## src/rtl/nmea_rmc_checksum_time_extract_defines.svh

```systemverilog
// assertion macros for the nmea rmc checksum and time extractor
// used by the top level; no other dependencies
`ifndef NMEA_RMC_CHECKSUM_TIME_EXTRACT_DEFINES_SVH
`define NMEA_RMC_CHECKSUM_TIME_EXTRACT_DEFINES_SVH

// same-cycle implication, disabled during reset
`define NRMC_ASSERT_NOW(lbl, clk, rst, ante, cons, msg) \
   lbl: assert property (@(posedge clk) disable iff (rst) (ante) |-> (cons)) else $error(msg);

// next-cycle implication, disabled during reset
`define NRMC_ASSERT_NEXT(lbl, clk, rst, ante, cons, msg) \
   lbl: assert property (@(posedge clk) disable iff (rst) (ante) |=> (cons)) else $error(msg);

`endif

```

## src/rtl/nrmc_pkg.sv

```systemverilog
// shared types, character codes and helper functions for the nmea rmc extractor
// no dependencies
package nrmc_pkg;

   localparam logic [7:0] CHAR_LF     = 8'h0A;
   localparam logic [7:0] CHAR_STAR   = 8'h2A;
   localparam logic [7:0] CHAR_ZERO   = 8'h30;
   localparam logic [7:0] CHAR_NINE   = 8'h39;
   localparam logic [7:0] CHAR_UC_A   = 8'h41;
   localparam logic [7:0] CHAR_UC_F   = 8'h46;
   localparam logic [7:0] CHAR_LC_A   = 8'h61;
   localparam logic [7:0] CHAR_LC_F   = 8'h66;

   localparam logic [2:0] PREFIX_LAST = 3'd6;   // position of the ',' in "$GPRMC,"
   localparam logic [2:0] TIME_LAST   = 3'd5;   // index of the last time digit
   localparam logic [4:0] ZONE_RESET  = 5'd8;

   typedef enum logic [2:0] {
      PH_PREFIX,
      PH_TIME,
      PH_BODY,
      PH_HEX,
      PH_TAIL,
      PH_DISCARD
   } phase_type;

   // what the parser reports for the word it is looking at
   typedef struct packed {
      logic            emit;      // newline that closes a qualifying line
      logic            sum_bad;   // running xor differs from received checksum
      logic [5:0][3:0] digits;    // hhmmss, digit 0 first
   } line_end_type;

   // expected character at each prefix position
   function automatic logic [7:0] prefix_char(input logic [2:0] pos);
      logic [7:0] c;
      case (pos)
         3'd0: c = 8'h24;   // $
         3'd1: c = 8'h47;   // G
         3'd2: c = 8'h50;   // P
         3'd3: c = 8'h52;   // R
         3'd4: c = 8'h4D;   // M
         3'd5: c = 8'h43;   // C
         3'd6: c = 8'h2C;   // ,
         default: c = 8'h00;
      endcase
      return c;
   endfunction

   // bit 4 set means not a hex digit
   function automatic logic [4:0] hex_value(input logic [7:0] c);
      logic [4:0] v;
      if (c >= CHAR_ZERO && c <= CHAR_NINE) begin
         v = {1'b0, c[3:0]};
      end else if ((c >= CHAR_UC_A && c <= CHAR_UC_F) || (c >= CHAR_LC_A && c <= CHAR_LC_F)) begin
         v = {1'b0, c[3:0] + 4'd9};
      end else begin
         v = 5'h10;
      end
      return v;
   endfunction

   // two bcd digits to binary, 0..99
   function automatic logic [6:0] bcd_pair(input logic [3:0] tens, input logic [3:0] ones);
      return {tens, 3'b000} + {2'b00, tens, 1'b0} + {3'b000, ones};
   endfunction

   // x mod 24 for x up to 191
   function automatic logic [4:0] mod24(input logic [7:0] x);
      logic [7:0] r;
      r = x;
      if (r >= 8'd96) begin
         r = r - 8'd96;
      end
      if (r >= 8'd48) begin
         r = r - 8'd48;
      end
      if (r >= 8'd24) begin
         r = r - 8'd24;
      end
      return r[4:0];
   endfunction

endpackage

```

## src/rtl/nrmc_parse.sv

```systemverilog
// line parser: prefix match, time digit capture, running xor, hex checksum
// depends on nrmc_pkg
module nrmc_parse (
   input  logic                  clock,
   input  logic                  reset,
   input  logic [7:0]            byte_in,
   input  logic                  advance,
   output nrmc_pkg::line_end_type line_end
);
   import nrmc_pkg::*;

   phase_type       phase_ff, phase_in;
   logic [2:0]      prefix_pos_ff, prefix_pos_in;
   logic [7:0]      xor_ff, xor_in;
   logic [2:0]      digit_cnt_ff, digit_cnt_in;
   logic [7:0]      cksum_ff, cksum_in;
   logic            hex_cnt_ff, hex_cnt_in;
   logic [5:0][3:0] digit_ff, digit_in;
   logic [4:0]      hex_v;

   always_comb begin
      phase_in      = phase_ff;
      prefix_pos_in = prefix_pos_ff;
      xor_in        = xor_ff;
      digit_cnt_in  = digit_cnt_ff;
      cksum_in      = cksum_ff;
      hex_cnt_in    = hex_cnt_ff;
      digit_in      = digit_ff;
      hex_v         = hex_value(byte_in);

      if (byte_in == CHAR_LF) begin
         phase_in      = PH_PREFIX;
         prefix_pos_in = 3'd0;
         xor_in        = 8'h00;
         digit_cnt_in  = 3'd0;
         cksum_in      = 8'h00;
         hex_cnt_in    = 1'b0;
      end else begin
         case (phase_ff)
            PH_PREFIX: begin
               if (byte_in != prefix_char(prefix_pos_ff)) begin
                  phase_in = PH_DISCARD;
               end else begin
                  // '$' itself is not covered by the checksum
                  if (prefix_pos_ff != 3'd0) begin
                     xor_in = xor_ff ^ byte_in;
                  end
                  prefix_pos_in = prefix_pos_ff + 3'd1;
                  if (prefix_pos_ff == PREFIX_LAST) begin
                     phase_in = PH_TIME;
                  end
               end
            end
            PH_TIME: begin
               if (byte_in < CHAR_ZERO || byte_in > CHAR_NINE) begin
                  phase_in = PH_DISCARD;
               end else begin
                  xor_in                 = xor_ff ^ byte_in;
                  digit_in[digit_cnt_ff] = byte_in[3:0];
                  digit_cnt_in           = digit_cnt_ff + 3'd1;
                  if (digit_cnt_ff == TIME_LAST) begin
                     phase_in = PH_BODY;
                  end
               end
            end
            PH_BODY: begin
               if (byte_in == CHAR_STAR) begin
                  phase_in = PH_HEX;
               end else begin
                  xor_in = xor_ff ^ byte_in;
               end
            end
            PH_HEX: begin
               if (!hex_v[4]) begin
                  cksum_in   = {cksum_ff[3:0], hex_v[3:0]};
                  hex_cnt_in = 1'b1;
                  if (hex_cnt_ff) begin
                     phase_in = PH_TAIL;
                  end
               end else begin
                  phase_in = PH_TAIL;
               end
            end
            default: begin
            end
         endcase
      end
   end

   always_ff @(posedge clock) begin
      if (reset) begin
         phase_ff      <= PH_PREFIX;
         prefix_pos_ff <= 3'd0;
         xor_ff        <= 8'h00;
         digit_cnt_ff  <= 3'd0;
         cksum_ff      <= 8'h00;
         hex_cnt_ff    <= 1'b0;
      end else if (advance) begin
         phase_ff      <= phase_in;
         prefix_pos_ff <= prefix_pos_in;
         xor_ff        <= xor_in;
         digit_cnt_ff  <= digit_cnt_in;
         cksum_ff      <= cksum_in;
         hex_cnt_ff    <= hex_cnt_in;
      end
   end

   // all six digits are written before any line can emit
   always_ff @(posedge clock) begin
      if (advance) begin
         digit_ff <= digit_in;
      end
   end

   assign line_end.emit    = (byte_in == CHAR_LF) && (phase_ff == PH_HEX || phase_ff == PH_TAIL);
   assign line_end.sum_bad = (xor_ff != cksum_ff);
   assign line_end.digits  = digit_ff;

endmodule

```

## src/rtl/nrmc_out.sv

```systemverilog
// result register: local time formatting and response handshake
// depends on nrmc_pkg
module nrmc_out (
   input  logic                  clock,
   input  logic                  reset,
   input  logic                  load,
   input  nrmc_pkg::line_end_type line_end,
   input  logic [4:0]            zone_offset,
   input  logic                  rsp_ready,
   output logic                  rsp_valid,
   output logic                  rsp_status,
   output logic [4:0]            rsp_hour_out,
   output logic [6:0]            rsp_minute_out,
   output logic [6:0]            rsp_second_out
);
   import nrmc_pkg::*;

   logic       valid_ff, valid_in;
   logic       status_ff, status_in;
   logic [4:0] hour_ff, hour_in;
   logic [6:0] minute_ff, minute_in;
   logic [6:0] second_ff, second_in;
   logic [6:0] hh;

   always_comb begin
      hh = bcd_pair(line_end.digits[0], line_end.digits[1]);
      if (line_end.sum_bad) begin
         status_in = 1'b1;
         hour_in   = 5'd0;
         minute_in = 7'd0;
         second_in = 7'd0;
      end else begin
         status_in = 1'b0;
         hour_in   = mod24({1'b0, hh} + {3'b000, zone_offset});
         minute_in = bcd_pair(line_end.digits[2], line_end.digits[3]);
         second_in = bcd_pair(line_end.digits[4], line_end.digits[5]);
      end
      if (load) begin
         valid_in = 1'b1;
      end else if (rsp_ready) begin
         valid_in = 1'b0;
      end else begin
         valid_in = valid_ff;
      end
   end

   always_ff @(posedge clock) begin
      if (reset) begin
         valid_ff <= 1'b0;
      end else begin
         valid_ff <= valid_in;
      end
   end

   always_ff @(posedge clock) begin
      if (load) begin
         status_ff <= status_in;
         hour_ff   <= hour_in;
         minute_ff <= minute_in;
         second_ff <= second_in;
      end
   end

   assign rsp_valid      = valid_ff;
   assign rsp_status     = status_ff;
   assign rsp_hour_out   = hour_ff;
   assign rsp_minute_out = minute_ff;
   assign rsp_second_out = second_ff;

endmodule

```

## src/rtl/nmea_rmc_checksum_time_extract.sv

```systemverilog
// top level of the nmea rmc checksum checker and local time extractor
// depends on nrmc_pkg, nrmc_parse, nrmc_out and the assertion macro header
`include "nmea_rmc_checksum_time_extract_defines.svh"

// Takes an NMEA text stream one byte (word) per cycle on the req_ channel and
// gives at most one rsp_ word per line. Only lines starting with "$GPRMC,"
// followed by six decimal time digits and a '*' qualify; their newline (byte 10)
// yields either rsp_status = 0 with the local time, hour = (hh + offset) mod 24,
// or rsp_status = 1 with all time fields zero when the xor of the bytes between
// '$' and '*' differs from the one or two hex digits after '*' (missing digits
// count as 0). Any other line is swallowed silently. Throughput is one word per
// cycle: the parser updates its line state while a byte sits in the input
// register, and a result moves to the output register when its newline leaves
// the input register; rsp_valid is the output register's valid flag. A
// stalled rsp_ side only holds up input when the next byte would produce
// another result. The zone offset is written through csr_write_enable /
// csr_write_data and resets to 8; write it only while the block is idle.
module nmea_rmc_checksum_time_extract (
   input  logic       clock,
   input  logic       reset,
   // input words
   input  logic       req_valid,
   output logic       req_ready,
   input  logic [7:0] req_byte_in,
   // results
   output logic       rsp_valid,
   input  logic       rsp_ready,
   output logic       rsp_status,
   output logic [4:0] rsp_hour_out,
   output logic [6:0] rsp_minute_out,
   output logic [6:0] rsp_second_out,
   // zone offset register
   input  logic       csr_write_enable,
   input  logic [4:0] csr_write_data
);
   import nrmc_pkg::*;

   logic         in_valid_ff, in_valid_in;
   logic [7:0]   in_byte_ff;
   logic [4:0]   zone_ff, zone_in;
   logic         req_accept;
   logic         advance;
   logic         out_free;
   logic         out_load;
   line_end_type line_end;

   // the byte in the input register moves on unless it closes a line and the
   // output register is still holding a result nobody took
   assign req_accept = req_valid && req_ready;
   assign out_free   = !rsp_valid || rsp_ready;
   assign advance    = in_valid_ff && (!line_end.emit || out_free);
   assign out_load   = advance && line_end.emit;
   assign req_ready  = !in_valid_ff || advance;

   always_comb begin
      if (req_accept) begin
         in_valid_in = 1'b1;
      end else if (advance) begin
         in_valid_in = 1'b0;
      end else begin
         in_valid_in = in_valid_ff;
      end
      zone_in = csr_write_enable ? csr_write_data : zone_ff;
   end

   // control state
   always_ff @(posedge clock) begin
      if (reset) begin
         in_valid_ff <= 1'b0;
         zone_ff     <= ZONE_RESET;
      end else begin
         in_valid_ff <= in_valid_in;
         zone_ff     <= zone_in;
      end
   end

   // input payload
   always_ff @(posedge clock) begin
      if (req_accept) begin
         in_byte_ff <= req_byte_in;
      end
   end

   nrmc_parse u_parse (
      .clock    (clock),
      .reset    (reset),
      .byte_in  (in_byte_ff),
      .advance  (advance),
      .line_end (line_end)
   );

   nrmc_out u_out (
      .clock          (clock),
      .reset          (reset),
      .load           (out_load),
      .line_end       (line_end),
      .zone_offset    (zone_ff),
      .rsp_ready      (rsp_ready),
      .rsp_valid      (rsp_valid),
      .rsp_status     (rsp_status),
      .rsp_hour_out   (rsp_hour_out),
      .rsp_minute_out (rsp_minute_out),
      .rsp_second_out (rsp_second_out)
   );

   // a new result never overwrites one still waiting
   `NRMC_ASSERT_NOW(a_no_overwrite, clock, reset, out_load, out_free, "result overwritten")
   // a byte that closes no line never stalls in the input register
   `NRMC_ASSERT_NEXT(a_plain_byte_moves, clock, reset, in_valid_ff && !line_end.emit && !req_accept, !in_valid_ff, "input byte stalled")
   // checksum errors carry an all-zero time
   `NRMC_ASSERT_NOW(a_error_zero, clock, reset, rsp_valid && rsp_status, rsp_hour_out == 5'd0 && rsp_minute_out == 7'd0 && rsp_second_out == 7'd0, "error result with time")
   // local hour always wrapped
   `NRMC_ASSERT_NOW(a_hour_range, clock, reset, rsp_valid && !rsp_status, rsp_hour_out < 5'd24, "hour out of range")

endmodule

```

## config.mk

```make
export PLATFORM = sky130hd
export DESIGN_NAME = nmea_rmc_checksum_time_extract
export DESIGN_NICKNAME = d
export VERILOG_FILES = /design/src/rtl/nrmc_pkg.sv /design/src/rtl/nrmc_parse.sv /design/src/rtl/nrmc_out.sv /design/src/rtl/nmea_rmc_checksum_time_extract.sv
export VERILOG_INCLUDE_DIRS = /design/src /design/src/rtl
export SDC_FILE = /design/constraint.sdc
export NUM_CORES = 1
export LEC_CHECK = 0
export BUFFER_PORTS_ARGS = -buffer_cell sky130_fd_sc_hd__buf_2
export CAP_MARGIN = 20
export CORE_MARGIN = 5
export CORE_UTILIZATION = 46
export CTS_BUF_LIST = sky130_fd_sc_hd__clkbuf_2
export DETAILED_ROUTE_END_ITERATION = 16
export HOLD_SLACK_MARGIN = 0.05
export PLACE_DENSITY = 0.76
export SLEW_MARGIN = 20
export SYNTH_ARGS = -nofsm -noshare
export SYNTH_HDL_FRONTEND = slang
export SYNTH_HIERARCHICAL = 1
export SYNTH_SLANG_ARGS = --single-unit
```

## constraint.sdc

```tcl
create_clock -name clock -period 11.3 [get_ports clock]
set_clock_uncertainty 0.2 [all_clocks]
set_input_delay 1.13 -clock clock [delete_from_list [all_inputs] [get_ports clock]]
set_output_delay 1.13 -clock clock [all_outputs]
set_load 0.05 [all_outputs]
```

* Yosys cells after proc, flatten, opt, wreduce, memory -nomap -nowiden
Index checks and enable logic that the tools add are counted.
** Storage, ports and cells
- Bits in writable memories :: 0
- ROM bits :: 0
- Output and inout port bits :: 22
- Memories :: 0
- Register bits :: 85
- Word-level logic and storage cells :: 153
- Bits of input ports :: 18
- Bits in latches :: 0
** Operators by class
- Magnitude comparators :: 13
- Divide/modulo/power cells :: 0
- Equal/unequal tests :: 26
- Multipliers :: 0
- $add $sub $neg :: 13
- Reductions and logical operators :: 33
- Muxes and demuxes :: 45
- Shift operators :: 0
- Bitwise gates (word level) :: 3
** Operator list (number)
- $mux 8 :: 14
- $pmux 7 s7 :: 1
- $mux 3 :: 14
- $bwmux 24 :: 1
- $ge 8x7->1 const B :: 3
- $pmux 8 s3 :: 1
- $add 7x4->7 :: 3
- $add 7x5->7 :: 3
- $ge 8x6->1 const B :: 2
- $le 8x7->1 const B :: 2
- $ne 8x8->1 :: 2
- $eq 3x3->1 const B :: 5
- $mux 5 :: 3
- $demux 4 s3 :: 1
- $eq 3x2->1 const B :: 4
- $ne 4x1->1 const B :: 3
- $pmux 3 s4 :: 1
- $reduce_and 6->1 :: 2
- $reduce_bool 2->1 :: 5
- $ne 3x2->1 const B :: 3
- $reduce_and 3->1 :: 3
- $add 7x5->8 :: 1
- $eq 8x4->1 const B :: 1
- $eq 8x6->1 const B :: 1
- other kinds (27) :: 54

* Depth between registers and ports, before layout
- Depth in word-level cells :: 11
- Mapped depth :: 18
- Gate-level depth less buffers :: 17

* Hierarchy
Netlist, hierarchy kept.
** Modules (own cells, without submodules)
- nrmc_parse :: cells an instance 260, instances 1, area an instance 2660.1 um^2, sequential area each 1241.2 um^2
- nrmc_out :: cells an instance 184, instances 1, area an instance 2024.4 um^2, sequential area each 620.6 um^2
- nmea_rmc_checksum_time_extract :: cells an instance 33, instances 1, area an instance 504.2 um^2, sequential area each 360.3 um^2

* Least setup slack after synthesis
OpenSTA, ideal clock, no wires.
- Path kind :: reg-to-reg
- Start point :: register u_parse.digit_ff (netlist bit u_parse/line_end[0])
- End point :: register u_out.hour_ff[3] (netlist: u_out/rsp_hour_out[3]), data pin
- Slack :: 6.245 ns
- Clock period less this slack :: 5.055 ns
- Setup time :: 0.262 ns
- Arrival :: 4.593 ns
- Buffers on the path :: 1
- Cell stages (with the launch flop) :: 18
- Required time :: 10.838 ns
- Cells stage by stage :: edfxtp_1 > fa_1 > fa_1 > xor2_1 > ha_1 > and2_1 > a221o_1 > or2_1 > buf_6 > nor2_1 > nor2_1 > ha_1 > inv_1 > a2111oi_0 > a211o_1 > nor3_2 > o311ai_4 > mux2_1
** Between the ends
- Cells in the longest elaborated chain, start to end :: 11
- Elaborated cells between the ends (all ways) :: 14
- Classes of those cells :: add/sub (6); order compare (3); mux (5)
** Ends and longest elaborated chain
- from (decl) :: line nrmc_parse.sv:18 : logic [5:0][3:0] digit_ff, digit_in;
- from (signal assigned) :: line nrmc_parse.sv:111 : digit_ff <= digit_in;
- $add 7x5->7 (*) :: line nrmc_pkg.sv:65 : return {tens, 3'b000} + {2'b00, tens, 1'b0} + {3'b000, ones};
- $add 7x4->7 (*) :: line nrmc_pkg.sv:65
- $add 7x5->8 (*) :: line nrmc_out.sv:34 : hour_in = mod24({1'b0, hh} + {3'b000, zone_offset});
- $sub 8x7->8 / $ge 8x7->1 (equally long branches) :: line nrmc_pkg.sv:73, nrmc_pkg.sv:72
- $mux 8 (*) :: line nrmc_pkg.sv:72 : if (r >= 8'd96) begin
- $mux 8 (*) :: line nrmc_out.sv:27 : if (line_end.sum_bad) begin
- $sub 8x6->8 / $ge 8x6->1 (equally long branches) :: line nrmc_pkg.sv:76, nrmc_pkg.sv:75
- $mux 8 (*) :: line nrmc_pkg.sv:75 : if (r >= 8'd48) begin
- $mux 8 (*) :: line nrmc_out.sv:27
- $ge 8x5->1 / $sub 5x5->5 (equally long branches) :: line nrmc_pkg.sv:78, nrmc_pkg.sv:79
- $mux 5 (*) :: line nrmc_pkg.sv:78 : if (r >= 8'd24) begin
- to (signal assigned) :: line nrmc_out.sv:58 : hour_ff <= hour_in;
- to (decl) :: line nrmc_out.sv:20 : logic [4:0] hour_ff, hour_in;
Mark *: on every way between the ends. The rest lies on a longest branch, timed or not. The select of a mux whose other input is x is not followed.
A chain may end at the register's enable or synchronous reset.

* Worst setup path in the final report
Ends and elaborated chain as after synthesis.

==> impl_metrics.yaml <==
grt:
  grt_max_degree: 34
  antenna_violations_before_repair: 1
  grt_remaining_overflow: 0
  grt_usage_pct: 16.07
  first_global_vias: 3692
  first_pass_grt_wire_length_um: 17240
place:
  dpl.cell_count: 640
  post-dp-hpwl_um: 7587
  numPortBuffers: 39
  gp_congestion: 0.8713
detailed_routing:
  viasPerCell: 5.798
  drt-pass1-iter-count: 5
  drc: 0
  ant_nets: 0
  wire_per_inst_um: 15.61
  num_vias: 3809
  drt-total-wl_um: 10250
  drt_iter0_markers: 255
floorplanning:
  top_level_ports: 40
  core_area_um2: 10940
  die_area_um2: 13500
  dieHeight_um: 116.2
  fp-row-count: 38
  initial_core_util_pct: 47.45
  die_w_um: 116.2
power:
  p_leak_nw: 2.257
  vdd_ir_drop_max_mv: 0.06220
  powerDensity_nw_per_um2: 103.2
critical_path:
  setup.worst_path.end_class: "flip-flop"
  cp_slowest_stage_delay_ns: 0.56
  timing.critical_path.fanout_max: 7
  cp_cell_sequence: "fa_1 > fa_1 > xor2_1 > ha_1 > and2_1 > a221o_1 > or2_1 > nor2_1 > nor2_1 > ha_1 > inv_1 > a2111oi_0 > a211o_1 > nor3_2 > o311ai_4 > mux2_1"
  startpoint_type: "flip-flop"
  r2r.worst_path.cells: 16
  worst_ep_required_time_ns: 11.43
  worst-endpoint-arrival_ns: 5.54
  cpMaxStageDelayCell: "sky130_fd_sc_hd__fa_1"
  setup.worst_path.class: "flip-flop to flip-flop"
logic_synthesis:
  synth_area_um2: 5189
  synth_commonest_cells: "sky130_fd_sc_hd__edfxtp_1, sky130_fd_sc_hd__nor2_1, sky130_fd_sc_hd__ha_1, sky130_fd_sc_hd__dfxtp_1, sky130_fd_sc_hd__inv_1"
  ys_seq_area_share_pct: 42.83
  synth_warnings: 6
  netlist.top_cell.by_area: "sky130_fd_sc_hd__edfxtp_1"
  async_reset_ff_share_pct: 0
  most_used_standard_cell_by_instance_count_after_synthesis: "sky130_fd_sc_hd__edfxtp_1"
  synth_nets: 541
  synth_top_flop_cell: "sky130_fd_sc_hd__edfxtp_1"
  yosys_register_bits: 85
  synth_edf_count: 52
  synth.distinct_cells: 83
  synth.area.top_cells: "sky130_fd_sc_hd__edfxtp_1, sky130_fd_sc_hd__dfxtp_1, sky130_fd_sc_hd__ha_1, sky130_fd_sc_hd__nor2_1, sky130_fd_sc_hd__fa_1"
  synthCells: 477
  synth_top_area_share_pct: 30.09
  synth_area_per_cell_um2: 10.88
finish:
  finish.cell_count_without_fillers: 657
  drive_gt1_share_pct: 16.47
  layout-area-overhead-vs-synth_pct: 7.138
  nets: 575
clock_tree:
  cts_tree: "yes"
  cts.clk_slew.worst_paths_ns: 0.25
  cts.root.buffer_cell: "sky130_fd_sc_hd__clkbuf_2"
  cts_post_setup_buffers_inserted: 0
  clkSinkCount: 85
  clock_insertion_delay_worst_skew_ns: 0.53
  post_cts_resized: 0
  clock_buffers_created_by_tritoncts: 9
  htree_levels: 3
  cts_hold_buffers: 0
  clock_buffer_depth: 2
sta:
  final_hold_vio_count: 0
  finalSetupTns_ns: 0
  fin_crit_period_ns: 5.410
  final-max-slew-violation-count: 0
  timing_worst_slew_pin_value_ns: 0.8993
  post-route-period-util_pct: 47.88
  maxSlewHeadroom_pct: 39.20
  achievable-frequency_mhz: 184.8
  setup_viol: 0
  timing.hold.ws_ns: 0.3184
  grt_setup_unrepaired: "false"
worst_hold_path:
  hold_depth: 2
  min_path_type: "flip-flop to flip-flop"
run:
  max_cap_violations: 0
status:
  status: "finished clean"
-- where the power goes --
group	internal (mW)	total [mW]	switching, mW
Clock	0.0535	0.164	0.110
Sequential	0.336	0.347	0.0110
Combinational	0.0268	0.0625	0.0357
-- per-layer routing --
layer	global-route usage, %	part of all wire [%]	vias up
li1	-	-	1834
met1	20.01	44	1824
met2	27.20	48	139
met3	3.731	6.8	12
met4	6.110	1.0	0
met5	0	0	-
-- cell type report --
| class | count | area (um2) |
|---|---|---|
| fill | 985 | 5376 |
| multi-input combinational | 346 | 2718 |
| sequential | 85 | 2222 |
| timing repair buffer | 41 | 210.2 |
| tap | 140 | 175.2 |
| inverter | 28 | 105.1 |
| clock inverter | 7 | 81.33 |
| clock buffer | 9 | 45.04 |
| antenna | 1 | 2.502 |
-- worst paths after layout --
path / startpoint / to / slack [ns]
max: u_parse/line_end[0]$_DFFE_PP_ / u_out/rsp_hour_out[3]$_SDFFCE_PP0P_ / 5.89
min: u_parse/cksum_ff[0]$_SDFFE_PP0P_ / u_parse/cksum_ff[0]$_SDFFE_PP0P_ / 0.32
min reg2reg: u_parse/cksum_ff[0]$_SDFFE_PP0P_ / u_parse/cksum_ff[0]$_SDFFE_PP0P_ / 0.32
max reg2reg: u_parse/line_end[0]$_DFFE_PP_ / u_out/rsp_hour_out[3]$_SDFFCE_PP0P_ / 5.89
-- state kept, by name (all words and copies together) (netlist names), 5 cells and up --
name	flops
zone_ff	5
u_out/rsp_second_out	7
u_parse/cksum_ff	8
u_out/rsp_minute_out	7
u_out/rsp_hour_out	5
u_parse/xor_ff	8
u_parse/line_end	24
in_byte_ff	8
-- through the flow --
stage | utilization (%) | power (mW) | worst slack [ns] | cell area (um2)
2_1_floorplan | - | 0.4009 | 6.245 | 5189
3_3_place_gp | 49.61 | 0.4128 | 6.131 | 5425
3_5_place_dp | 49.61 | 0.4155 | 5.911 | 5425
4_1_cts | 50.77 | 0.5797 | 5.908 | 5552
5_1_grt | 50.84 | 0.6004 | 5.620 | 5559
6_report | 50.84 | 0.5735 | 5.890 | 5559
-- logic make-up after synthesis --
group	after synthesis	synth area share, %
mux	11	2.170
fa+ha+maj	46	12.11
xor+xnor	26	4.533
simple gates	154	16.90
buf+inv	46	4.943
compound gates	109	16.52
flops	85	42.83
-- critical path: cells and delay by family, from the launching register on --
family                   cells  cell delay (ns)
AND/OR/NAND/NOR              5             0.84
flip-flops                   1             0.47
XOR/XNOR                     1             0.16
buffers and inverters        1             0.08
multiplexers                 1             0.34
adder cells (fa/ha/maj)      4             1.75
AO/OA/AOI/OAI                4             1.36
-- cell usage in the layout, fill, tap and decap left out, types with 4 or more instances in the layout --
cell | synthesis | layout
sky130_fd_sc_hd__a2111oi_0 | 4 | 4
sky130_fd_sc_hd__a211o_1 | 4 | 4
sky130_fd_sc_hd__a21o_1 | 11 | 11
sky130_fd_sc_hd__a21oi_1 | 19 | 19
sky130_fd_sc_hd__a22o_1 | 5 | 5
sky130_fd_sc_hd__a32o_1 | 5 | 5
sky130_fd_sc_hd__and2_1 | 7 | 7
sky130_fd_sc_hd__and3_1 | 7 | 7
sky130_fd_sc_hd__buf_2 | 2 | 39
sky130_fd_sc_hd__clkbuf_2 | 0 | 9
sky130_fd_sc_hd__dfxtp_1 | 33 | 33
sky130_fd_sc_hd__edfxtp_1 | 52 | 52
sky130_fd_sc_hd__fa_1 | 7 | 7
sky130_fd_sc_hd__ha_1 | 39 | 39
sky130_fd_sc_hd__inv_1 | 28 | 28
sky130_fd_sc_hd__mux2i_1 | 9 | 9
sky130_fd_sc_hd__nand2_1 | 23 | 23
sky130_fd_sc_hd__nand2b_1 | 5 | 5
sky130_fd_sc_hd__nand3_1 | 7 | 7
sky130_fd_sc_hd__nand4_1 | 5 | 5
sky130_fd_sc_hd__nor2_1 | 40 | 39
sky130_fd_sc_hd__nor2b_1 | 18 | 18
sky130_fd_sc_hd__nor3_1 | 5 | 5
sky130_fd_sc_hd__nor4_1 | 7 | 7
sky130_fd_sc_hd__o211ai_1 | 4 | 4
sky130_fd_sc_hd__o21ai_0 | 13 | 13
sky130_fd_sc_hd__or3_1 | 5 | 5
sky130_fd_sc_hd__xnor2_1 | 11 | 11
sky130_fd_sc_hd__xor2_1 | 14 | 14
Note: power is estimated with default switching activity, not from simulation.
